===== src/rtl/lif_pkg.sv =====
// ----------------------------------------------------------------------------
// lif_pkg
// Shared types, constants and saturating fixed-point helpers for the
// leaky integrate-and-fire neuron step block.
// ----------------------------------------------------------------------------
`default_nettype none

package lif_pkg;

   // configuration register indexes
   localparam logic [2:0] REG_REST_VOLTAGE        = 3'd0;
   localparam logic [2:0] REG_RESET_VOLTAGE       = 3'd1;
   localparam logic [2:0] REG_MEMBRANE_RESISTANCE = 3'd2;
   localparam logic [2:0] REG_DECAY_FACTOR        = 3'd3;
   localparam logic [2:0] REG_OFFSET_CURRENT      = 3'd4;
   localparam logic [2:0] REG_REFRACTORY_STEPS    = 3'd5;

   // action codes
   localparam logic [1:0] ACT_TIMESTEP = 2'd0;
   localparam logic [1:0] ACT_SPIKED   = 2'd1;
   localparam logic [1:0] ACT_MARK     = 2'd2;

   // s16.15 constants
   localparam logic signed [31:0] FIRE_VOLTAGE = 32'sd33554432; // 1024.0
   localparam logic signed [31:0] MARK_VOLTAGE = 32'sd32768000; // 1000.0

   localparam int FRAC_BITS = 15;

   // commands from controller to datapath
   typedef struct packed {
      logic capture;   // take a request transaction
      logic sum1;      // cur = exc - inh
      logic sum2;      // cur += bias
      logic sum3;      // cur += offset
      logic mul1;      // prod = cur * resistance
      logic alpha;     // alpha = prod + rest
      logic diff;      // diff = alpha - v
      logic mul2;      // prod = decay * diff
      logic fin;       // v = alpha - prod
   } cmd_type;

   // status from datapath to controller
   typedef struct packed {
      logic need_update; // pending request runs the full voltage update
   } status_type;

   // clamp a 33-bit sum to 32 bits
   function automatic logic signed [31:0] sat33(input logic signed [32:0] s);
      logic signed [31:0] r;
      if (s[32] != s[31]) begin
         r = s[32] ? 32'sh8000_0000 : 32'sh7FFF_FFFF;
      end else begin
         r = s[31:0];
      end
      return r;
   endfunction

   // floor-shift a 64-bit product by FRAC_BITS and clamp to 32 bits
   function automatic logic signed [31:0] sat_prod(input logic signed [63:0] p);
      logic signed [63:0] q;
      logic signed [31:0] r;
      q = p >>> FRAC_BITS;
      if ((q[63:31] != {33{1'b0}}) && (q[63:31] != {33{1'b1}})) begin
         r = q[63] ? 32'sh8000_0000 : 32'sh7FFF_FFFF;
      end else begin
         r = q[31:0];
      end
      return r;
   endfunction

endpackage

`default_nettype wire


===== src/rtl/lif_ctrl.sv =====
// ----------------------------------------------------------------------------
// lif_ctrl
// Sequencer for the neuron step: accepts a request, walks the datapath
// through the update steps when the request needs them and holds the response until taken.
// ----------------------------------------------------------------------------
`default_nettype none

module lif_ctrl (
   input  wire                   clock,
   input  wire                   reset,
   input  wire                   req_tvalid,
   output logic                  req_tready,
   output logic                  rsp_tvalid,
   input  wire                   rsp_tready,
   input  wire lif_pkg::status_type status,
   output lif_pkg::cmd_type      cmd
);

   localparam logic [3:0] S_IDLE  = 4'd0;
   localparam logic [3:0] S_SUM1  = 4'd1;
   localparam logic [3:0] S_SUM2  = 4'd2;
   localparam logic [3:0] S_SUM3  = 4'd3;
   localparam logic [3:0] S_MUL1  = 4'd4;
   localparam logic [3:0] S_ALPHA = 4'd5;
   localparam logic [3:0] S_DIFF  = 4'd6;
   localparam logic [3:0] S_MUL2  = 4'd7;
   localparam logic [3:0] S_FIN   = 4'd8;
   localparam logic [3:0] S_OUT   = 4'd9;

   logic [3:0] state_ff;
   logic [3:0] state_in;

   always_comb begin
      state_in    = state_ff;
      req_tready  = 1'b0;
      rsp_tvalid  = 1'b0;
      cmd         = '0;
      unique case (state_ff)
         S_IDLE: begin
            req_tready = 1'b1;
            if (req_tvalid) begin
               cmd.capture = 1'b1;
               state_in    = status.need_update ? S_SUM1 : S_OUT;
            end
         end
         S_SUM1: begin
            cmd.sum1 = 1'b1;
            state_in = S_SUM2;
         end
         S_SUM2: begin
            cmd.sum2 = 1'b1;
            state_in = S_SUM3;
         end
         S_SUM3: begin
            cmd.sum3 = 1'b1;
            state_in = S_MUL1;
         end
         S_MUL1: begin
            cmd.mul1 = 1'b1;
            state_in = S_ALPHA;
         end
         S_ALPHA: begin
            cmd.alpha = 1'b1;
            state_in  = S_DIFF;
         end
         S_DIFF: begin
            cmd.diff = 1'b1;
            state_in = S_MUL2;
         end
         S_MUL2: begin
            cmd.mul2 = 1'b1;
            state_in = S_FIN;
         end
         S_FIN: begin
            cmd.fin  = 1'b1;
            state_in = S_OUT;
         end
         S_OUT: begin
            rsp_tvalid = 1'b1;
            if (rsp_tready) begin
               state_in = S_IDLE;
            end
         end
         default: begin
            state_in = S_IDLE;
         end
      endcase
   end

   always_ff @(posedge clock) begin
      if (reset) begin
         state_ff <= S_IDLE;
      end else begin
         state_ff <= state_in;
      end
   end

endmodule

`default_nettype wire


===== src/rtl/lif_dp.sv =====
// ----------------------------------------------------------------------------
// lif_dp
// Datapath: configuration registers, neuron state, saturating adders and
// one shared 32x32 multiplier.
// ----------------------------------------------------------------------------
`default_nettype none

module lif_dp (
   input  wire                   clock,
   input  wire                   reset,
   input  wire                   csr_we,
   input  wire  [2:0]            csr_index,
   input  wire  [31:0]           csr_wdata,
   input  wire  [167:0]          req_tdata,
   output logic [63:0]           rsp_tdata,
   input  wire lif_pkg::cmd_type cmd,
   output lif_pkg::status_type   status
);

   // configuration
   logic signed [31:0] rest_ff, reset_v_ff, resist_ff, offset_ff;
   logic        [15:0] decay_ff, refr_steps_ff;

   // neuron state
   logic signed [31:0] voltage_ff, voltage_in;
   logic signed [31:0] prev_ff, prev_in;
   logic        [15:0] refr_ff, refr_in;

   // working registers
   logic signed [31:0] exc_ff, inh_ff, bias_ff;
   logic signed [31:0] cur_ff, cur_in;
   logic signed [31:0] alpha_ff, alpha_in;
   logic signed [31:0] diff_ff, diff_in;
   logic signed [63:0] prod_ff, prod_in;
   logic signed [31:0] mul_a, mul_b;

   // request fields
   logic        [1:0]  f_action;
   logic signed [31:0] f_exc, f_teacher, f_rst, f_inh, f_bias;

   assign f_action  = req_tdata[1:0];
   assign f_exc     = req_tdata[33:2];
   assign f_teacher = req_tdata[65:34];
   assign f_rst     = req_tdata[97:66];
   assign f_inh     = req_tdata[129:98];
   assign f_bias    = req_tdata[161:130];

   assign status.need_update = (f_action == lif_pkg::ACT_TIMESTEP) && (refr_ff == 16'd0);
   assign rsp_tdata = {prev_ff, voltage_ff};

   // shared multiplier
   assign mul_a   = cmd.mul2 ? $signed({16'd0, decay_ff}) : cur_ff;
   assign mul_b   = cmd.mul2 ? diff_ff : resist_ff;
   assign prod_in = mul_a * mul_b;

   always_comb begin
      voltage_in = voltage_ff;
      prev_in    = prev_ff;
      refr_in    = refr_ff;
      cur_in     = cur_ff;
      alpha_in   = alpha_ff;
      diff_in    = diff_ff;
      if (cmd.capture) begin
         case (f_action)
            lif_pkg::ACT_TIMESTEP: begin
               prev_in = voltage_ff;
               if (refr_ff != 16'd0) begin
                  refr_in = refr_ff - 16'd1;
               end else if (f_rst > 0) begin
                  voltage_in = reset_v_ff;
               end else if (f_teacher > 0) begin
                  voltage_in = lif_pkg::FIRE_VOLTAGE;
               end
            end
            lif_pkg::ACT_SPIKED: begin
               voltage_in = reset_v_ff;
               refr_in    = refr_steps_ff;
            end
            lif_pkg::ACT_MARK: begin
               prev_in = lif_pkg::MARK_VOLTAGE;
            end
            default: begin
            end
         endcase
      end
      if (cmd.sum1) begin
         cur_in = lif_pkg::sat33(33'(exc_ff) - 33'(inh_ff));
      end
      if (cmd.sum2) begin
         cur_in = lif_pkg::sat33(33'(cur_ff) + 33'(bias_ff));
      end
      if (cmd.sum3) begin
         cur_in = lif_pkg::sat33(33'(cur_ff) + 33'(offset_ff));
      end
      if (cmd.alpha) begin
         alpha_in = lif_pkg::sat33(33'(lif_pkg::sat_prod(prod_ff)) + 33'(rest_ff));
      end
      if (cmd.diff) begin
         diff_in = lif_pkg::sat33(33'(alpha_ff) - 33'(voltage_ff));
      end
      if (cmd.fin) begin
         voltage_in = lif_pkg::sat33(33'(alpha_ff) - 33'(lif_pkg::sat_prod(prod_ff)));
      end
   end

   // state and configuration
   always_ff @(posedge clock) begin
      if (reset) begin
         voltage_ff    <= '0;
         prev_ff       <= '0;
         refr_ff       <= '0;
         rest_ff       <= '0;
         reset_v_ff    <= '0;
         resist_ff     <= '0;
         decay_ff      <= '0;
         offset_ff     <= '0;
         refr_steps_ff <= '0;
      end else begin
         voltage_ff <= voltage_in;
         prev_ff    <= prev_in;
         refr_ff    <= refr_in;
         if (csr_we) begin
            unique case (csr_index)
               lif_pkg::REG_REST_VOLTAGE:        rest_ff       <= csr_wdata;
               lif_pkg::REG_RESET_VOLTAGE:       reset_v_ff    <= csr_wdata;
               lif_pkg::REG_MEMBRANE_RESISTANCE: resist_ff     <= csr_wdata;
               lif_pkg::REG_DECAY_FACTOR:        decay_ff      <= csr_wdata[15:0];
               lif_pkg::REG_OFFSET_CURRENT:      offset_ff     <= csr_wdata;
               lif_pkg::REG_REFRACTORY_STEPS:    refr_steps_ff <= csr_wdata[15:0];
               default: begin
               end
            endcase
         end
      end
   end

   // working payload, no reset
   always_ff @(posedge clock) begin
      if (cmd.capture) begin
         exc_ff  <= (f_rst > 0) ? 32'sd0 : f_exc;  // forced reset drops excitation
         inh_ff  <= f_inh;
         bias_ff <= f_bias;
      end
      if (cmd.mul1 || cmd.mul2) begin
         prod_ff <= prod_in;
      end
      cur_ff   <= cur_in;
      alpha_ff <= alpha_in;
      diff_ff  <= diff_in;
   end

endmodule

`default_nettype wire


===== src/rtl/lif_neuron_teacher_step.sv =====
// Sequence: a timestep outside refractory, once the request is taken, runs
//   eight datapath steps through one shared 32x32 multiplier, then output.
// Other actions and refractory timesteps respond in the cycle after the request is taken.
// Transactions: one at a time; the next request is taken the cycle after
//   the response is taken.
// Reset: synchronous, active high; clears voltage, history, refractory and config.
// ----------------------------------------------------------------------------
// lif_neuron_teacher_step
// Leaky integrate-and-fire neuron, closed-form update in s16.15 fixed point,
// with teacher and forced-reset inputs.
// ----------------------------------------------------------------------------
`default_nettype none

module lif_neuron_teacher_step (
   input  wire          clock,
   input  wire          reset,
   // configuration write port
   input  wire          csr_we,
   input  wire  [2:0]   csr_index,
   input  wire  [31:0]  csr_wdata,
   // request stream
   input  wire          req_tvalid,
   output logic         req_tready,
   // req_tdata, low bit up: action[1:0], excitatory_input[31:0],
   // teacher_input[31:0], reset_input[31:0], inhibitory_input[31:0],
   // bias_current[31:0], zero pad[5:0]
   input  wire  [167:0] req_tdata,
   // response stream
   output logic         rsp_tvalid,
   input  wire          rsp_tready,
   // rsp_tdata, low bit up: membrane_voltage[31:0], history_voltage[31:0]
   output logic [63:0]  rsp_tdata
);

   lif_pkg::cmd_type    cmd;
   lif_pkg::status_type status;

   // Controller: IDLE -> (update steps) -> OUT. Actions that only touch the
   // state (spike, mark, refractory countdown) are finished in the capture
   // cycle and go straight to OUT.
   lif_ctrl u_ctrl (
      .clock      (clock),
      .reset      (reset),
      .req_tvalid (req_tvalid),
      .req_tready (req_tready),
      .rsp_tvalid (rsp_tvalid),
      .rsp_tready (rsp_tready),
      .status     (status),
      .cmd        (cmd)
   );

   // Datapath: response data is the live state, stable while OUT waits
   // since nothing else is commanded until the transaction completes.
   lif_dp u_dp (
      .clock     (clock),
      .reset     (reset),
      .csr_we    (csr_we),
      .csr_index (csr_index),
      .csr_wdata (csr_wdata),
      .req_tdata (req_tdata),
      .rsp_tdata (rsp_tdata),
      .cmd       (cmd),
      .status    (status)
   );

endmodule

`default_nettype wire


===== config.mk =====
export PLATFORM = sky130hd
export DESIGN_NAME = lif_neuron_teacher_step
export DESIGN_NICKNAME = d
export VERILOG_FILES = /design/src/rtl/lif_pkg.sv /design/src/rtl/lif_ctrl.sv /design/src/rtl/lif_dp.sv /design/src/rtl/lif_neuron_teacher_step.sv
export SDC_FILE = /design/constraint.sdc
export NUM_CORES = 2
export LEC_CHECK = 0
export ABC_AREA = 1
export BUFFER_PORTS_ARGS = -buffer_cell sky130_fd_sc_hd__buf_2
export CAP_MARGIN = 20
export CORE_UTILIZATION = 55
export CTS_CLUSTER_DIAMETER = 120
export DETAILED_ROUTE_END_ITERATION = 8
export PLACE_DENSITY = 0.77
export SLEW_MARGIN = 20
export SYNTH_ARGS = -nofsm -noshare
export SYNTH_HDL_FRONTEND = slang
export SYNTH_HIERARCHICAL = 1
export SYNTH_SLANG_ARGS = --single-unit

===== constraint.sdc =====
create_clock -name clock -period 9.1 [get_ports clock]
set_clock_uncertainty 0.2 [all_clocks]
set_input_delay 0 -clock clock [delete_from_list [all_inputs] [get_ports clock]]
set_output_delay 0 -clock clock [all_outputs]
set_load 0.01 [all_outputs]

Yosys cells after proc, flatten, opt, wreduce, memory -nomap -nowiden:

Cells that the tools add are included.

* muxes and demuxes: 46
* reductions and logical operators: 24
* equality and inequality tests: 28
* add/sub/neg operators: 7
* order comparisons: 2
* multiply operators: 1

Operators with widths (number)
* $mux 32: 26
* $pmux 32 s2: 2
* $add 32x32->33: 3
* $sub 32x32->33: 3
* $gt 32x1->1 const B: 2
* $mul 32x32->64: 1
* $pmux 4 s10: 1
* $ne 33x33->1 const B: 1
* $reduce_bool 33->1: 1
* $pmux 16 s2: 1
* $eq 4x3->1 const B: 4
* $logic_not 16->1: 1
* $mux 16: 1
* $reduce_and 2->1: 8
* $reduce_bool 16->1: 1
* $sub 16x1->16 const B: 1
* $mux 1: 12
* $mux 4: 3
* $eq 4x2->1 const B: 2
* $eq 4x4->1 const B: 2
* $eq 3x2->1 const B: 2
* $eq 3x3->1 const B: 2
* $ne 1x1->1: 6
* $ne 2x2->1 const B: 3
* 15 further kinds: 19

* flip-flop bits (word level): 500
* output and inout port bits: 66
* bits of input ports: 208

Longest topological paths before layout:

* depth in word-level cells: 8
* gate-level depth with buffers: 40
* depth with buffers taken out: 37

By module:

Netlist, hierarchy kept.

By module, submodules not included
* lif_dp: seq. area each 12041.5 um2, times used 1, cells each 8858, area each 68134.1 um2
* lif_ctrl: seq. area each 80.1 um2, times used 1, cells each 53, area each 304.0 um2

Worst setup path after synthesis:

No wires, ideal clock.

* path type: register to register
* start: register u_ctrl.state_ff[1]
* end: register u_dp.prev_ff[10]
* buffers on the path: 1
* data arrival time: 8.945 ns
* path slack: -0.177 ns
* setup time: 0.132 ns
* period minus slack after synthesis: 9.277 ns
* cell stages (with the launch flop): 10
* required time: 8.768 ns
* cell sequence: dfxtp_1 > nor2_2 > inv_1 > nor3_1 > inv_1 > nor2_1 > clkinv_1 > clkbuf_1 > nand2_1 > a21oi_1

RTL lines
* from (decl): RTL line lif_ctrl.sv:30 `logic [3:0] state_ff;`
* from (signal assigned): RTL line lif_ctrl.sv:94 `state_ff <= state_in;`
* to (signal assigned): RTL line lif_dp.sv:120 `prev_ff <= prev_in;`
* to (decl): RTL line lif_dp.sv:26 `logic signed [31:0] prev_ff, prev_in;`

==> impl_metrics.py <==
metrics = {
    "timing": {
        "achievable_clock_frequency_mhz": 112,
        "post-route-min-period_ns": 8.93,
        "hold-worst-slack_ns": 0.0833,
        "max_slew_margin_pct": 21.0,
        "grt_setup_unrepaired": "no",
        "timing_max_transition_violations_final": 0,
        "setup_total_negative_slack_ns": 0,
        "tightestPinTransition_ns": 1.17,
        "setup_viol_count_final": 0,
        "final_min_period_over_clock_period_pct": 98.1,
        "finalHoldViolations": 0,
    },
    "synthesis": {
        "postSynth.topFlopCell": "sky130_fd_sc_hd__dfxtp_1",
        "synth-edff-count": 241,
        "asyncSetResetFlopFracSynth_pct": 0,
        "ys_seq_elements": 485,
        "postSynthNetCount": 10600,
        "seq_area_frac_synth_pct": 17.7,
        "synth_area_per_cell_um2": 7.68,
        "yosysUniqueCellTypes": 53,
        "mappedNetlistArea_mm2": 0.0684,
        "synth_warnings": 6,
        "synth_cells": 8911,
    },
    "global_routing": {
        "grt_antenna_before_repair": 16,
        "grt_max_degree": 97,
        "grt_pass1_vias": 63400,
        "total_routing_resource_utilization_after_global_routing_pct": 41.0,
        "wire_length_of_the_first_global_routing_pass_um": 385000,
        "global_route.usage.met2_pct": 64.3,
        "gr-usage-met3_pct": 8.82,
        "grt_busiest_layer": "met2",
        "grt.overflow.total": 0,
        "met1_usage_pct": 52.6,
    },
    "critical_path": {
        "startpoint_kind_of_the_worst_setup_timing_path": "flop",
        "worst_path_most_repeated_cell": "sky130_fd_sc_hd__fa_1",
        "crit_required_ns": 9.34,
        "worstSetupPathType": "flop to flop",
        "crit_path_max_incr_delay_ns": 0.61,
        "worst-r2r-cell-count": 30,
        "reg2reg_slack_ns": 0.17,
        "critical-path-slowest-cell": "sky130_fd_sc_hd__fa_1",
        "cp-end-kind": "flop",
        "cp.arrival_ns": 9.17,
        "crit_fanout": 15,
    },
    "drt": {
        "drt_wl_total_um": 256000,
        "wire_per_inst_um": 23.0,
        "drt_first_pass_iters": 6,
        "starting_drc_count_in_detailed_routing": 6794,
        "remaining_antenna_violation_count_after_routing": 0,
        "drc": 0,
        "via_per_inst": 5.68,
        "via_count": 63200,
    },
    "power": {
        "vdd_ir_drop_max_mv": 0.438,
        "powerDensity_mw_per_mm2": 310,
        "p_leak_uw": 0.0384,
    },
    "clock_tree": {
        "cts_root_buffer": "sky130_fd_sc_hd__clkbuf_16",
        "clk_pin_slew_ns": 0.07,
        "htree_levels": 2,
        "max-clock-path-buffers": 3,
        "clk_latency_ns": 0.71,
        "tritoncts": "done",
        "cts_inserted_buffers": 58,
        "clkSinkCount": 485,
    },
    "placed_design": {
        "place.port_buffers": 267,
        "global_placement_routability_congestion": 1.06,
        "hpwlAfterDp_um": 204000,
    },
    "status": {
        "outcome": "finished clean",
    },
    "layout": {
        "layout.cells.most_common": "sky130_fd_sc_hd__nand2_1",
        "final_cell_mix": "2,055 x sky130_fd_sc_hd__nand2_1, 1,713 x sky130_fd_sc_hd__inv_1, 1,184 x sky130_fd_sc_hd__nor2_1, 1,085 x sky130_fd_sc_hd__fa_1, 432 x sky130_fd_sc_hd__a21oi_1",
        "drive_above_1_share_pct": 7.67,
        "finish.net_count": 11100,
        "area_growth_syn_to_layout_pct": 12.8,
    },
    "floorplan": {
        "num_io_pins": 274,
        "initial_core_utilization_pct": 55.4,
        "design.die.area_mm2": 0.126,
        "coreArea_mm2": 0.124,
        "placement_rows": 129,
        "die_width_um": 355,
        "chipHeight_um": 355,
    },
    "run": {
        "cap_viol_max_count": 0,
    },
    "hold_path": {
        "hold_depth": 4,
        "worst_hold_path_type": "input port to flop",
    },
}
==> power by group <==
part,total (µW),leakage [µW],switching [µW],internal [µW]
Sequential,3550,0.00421,435,3120
Combinational,17900,0.0332,12100,5860
Clock,2480,0.000978,1090,1390
Total,24000,0.0384,13600,10400
==> critical path: cells and delay by family (launching register included) <==
family,cells,cell delay (ns)
and+or+nand+nor,7,0.80
DFF,1,0.43
AOI/OAI and AO/OA,6,1.56
adders and majority gates,9,4.38
buffers and inverters,8,1.27
==> registers in the layout, summed over array words and instances, names as in the netlist <==
| register | flops |
|---|---|
| u_dp/alpha_ff | 32 |
| u_dp/exc_ff | 32 |
| u_dp/rest_ff | 32 |
| u_dp/refr_steps_ff | 16 |
| u_dp/voltage_ff | 32 |
| u_dp/bias_ff | 32 |
| u_dp/refr_ff | 16 |
| u_dp/reset_v_ff | 32 |
| u_dp/offset_ff | 32 |
| u_dp/decay_ff | 16 |
| u_dp/resist_ff | 32 |
| u_dp/prod_ff | 49 |
| u_ctrl/state_ff | 4 |
| u_dp/inh_ff | 32 |
| u_dp/cur_ff | 32 |
| u_dp/diff_ff | 32 |
| u_dp/prev_ff | 32 |
==> area by class of cell <==
class / count / area, µm²
multi-input combinational: 6388 / 48700
tap: 1637 / 2050
sequential: 485 / 12100
antenna: 15 / 37.5
clock buffer: 77 / 1670
inverter: 1762 / 6650
fill: 11000 / 46500
clock inverter: 32 / 343
timing repair buffer: 736 / 5640
==> worst paths after layout <==
| kind | from | endpoint |
|---|---|---|
| max | u_ctrl/state_ff[0]$_SDFFE_PP0P_ | u_dp/prod_ff[56]$_DFFE_PP_ |
| min | csr_wdata[18] | u_dp/rest_ff[18]$_SDFFE_PP0P_ |
| max reg2reg | u_ctrl/state_ff[0]$_SDFFE_PP0P_ | u_dp/prod_ff[56]$_DFFE_PP_ |
| min reg2reg | u_dp/reset_v_ff[2]$_SDFFE_PP0P_ | u_dp/reset_v_ff[2]$_SDFFE_PP0P_ |
==> metal layers <==
metal | part of all wire [%] | vias up
li1 | - | 28200
met1 | 38 | 30800
met2 | 45 | 3429
met5 | 0.034 | -
met4 | 6.8 | 12
met3 | 10 | 764
==> synth_stat cells (all sizes together), types with 138 or more instances <==
library cell / count / area (µm²)
xor2: 138 / 1220
a21oi: 437 / 2190
ha: 373 / 4670
inv: 1735 / 6510
nand3: 215 / 1090
nand2: 2078 / 7850
clkbuf: 212 / 796
nor2: 1197 / 4510
o21ai: 446 / 2280
fa: 1087 / 21800
edfxtp: 241 / 7240
dfxtp: 244 / 4880
==> cells by family (layout without fill, tap and decap cells) <==
kind of cell / after synthesis / after routing / synth area share [%]
AOI/OAI and AO/OA: 1080 / 1080 / 8.70
xor gates and xnor gates: 178 / 178 / 2.29
adders and majority gates: 1460 / 1460 / 38.6
buffers and inverters: 2038 / 2607 / 11.4
DFF: 485 / 485 / 17.7
other: 0 / 15 / 0
and+or+nand+nor: 3670 / 3670 / 21.3
==> metrics by stage <==
step,area [µm²],util [%],power [µW],std cells,worst slack (ns)
6_report,77200,62.4,24000,11100,0.171
4_1_cts,76900,62.2,23400,11100,0.00375
5_1_grt,77200,62.4,25600,11100,0.00205
3_3_place_gp,72400,58.5,20600,10700,0.0605
3_5_place_dp,72400,58.5,20800,10700,0.0747
2_1_floorplan,68400,-,14500,8911,0.542
==> timing repair <==
item,4_1_cts,5_1_grt
gates cloned,0,0
setup endpoints to repair,1,28
setup buffers,0,7
resized for setup,1,40
hold endpoints to repair,328,28
hold buffers,255,1
Note: power is estimated with default switching activity, not from simulation.
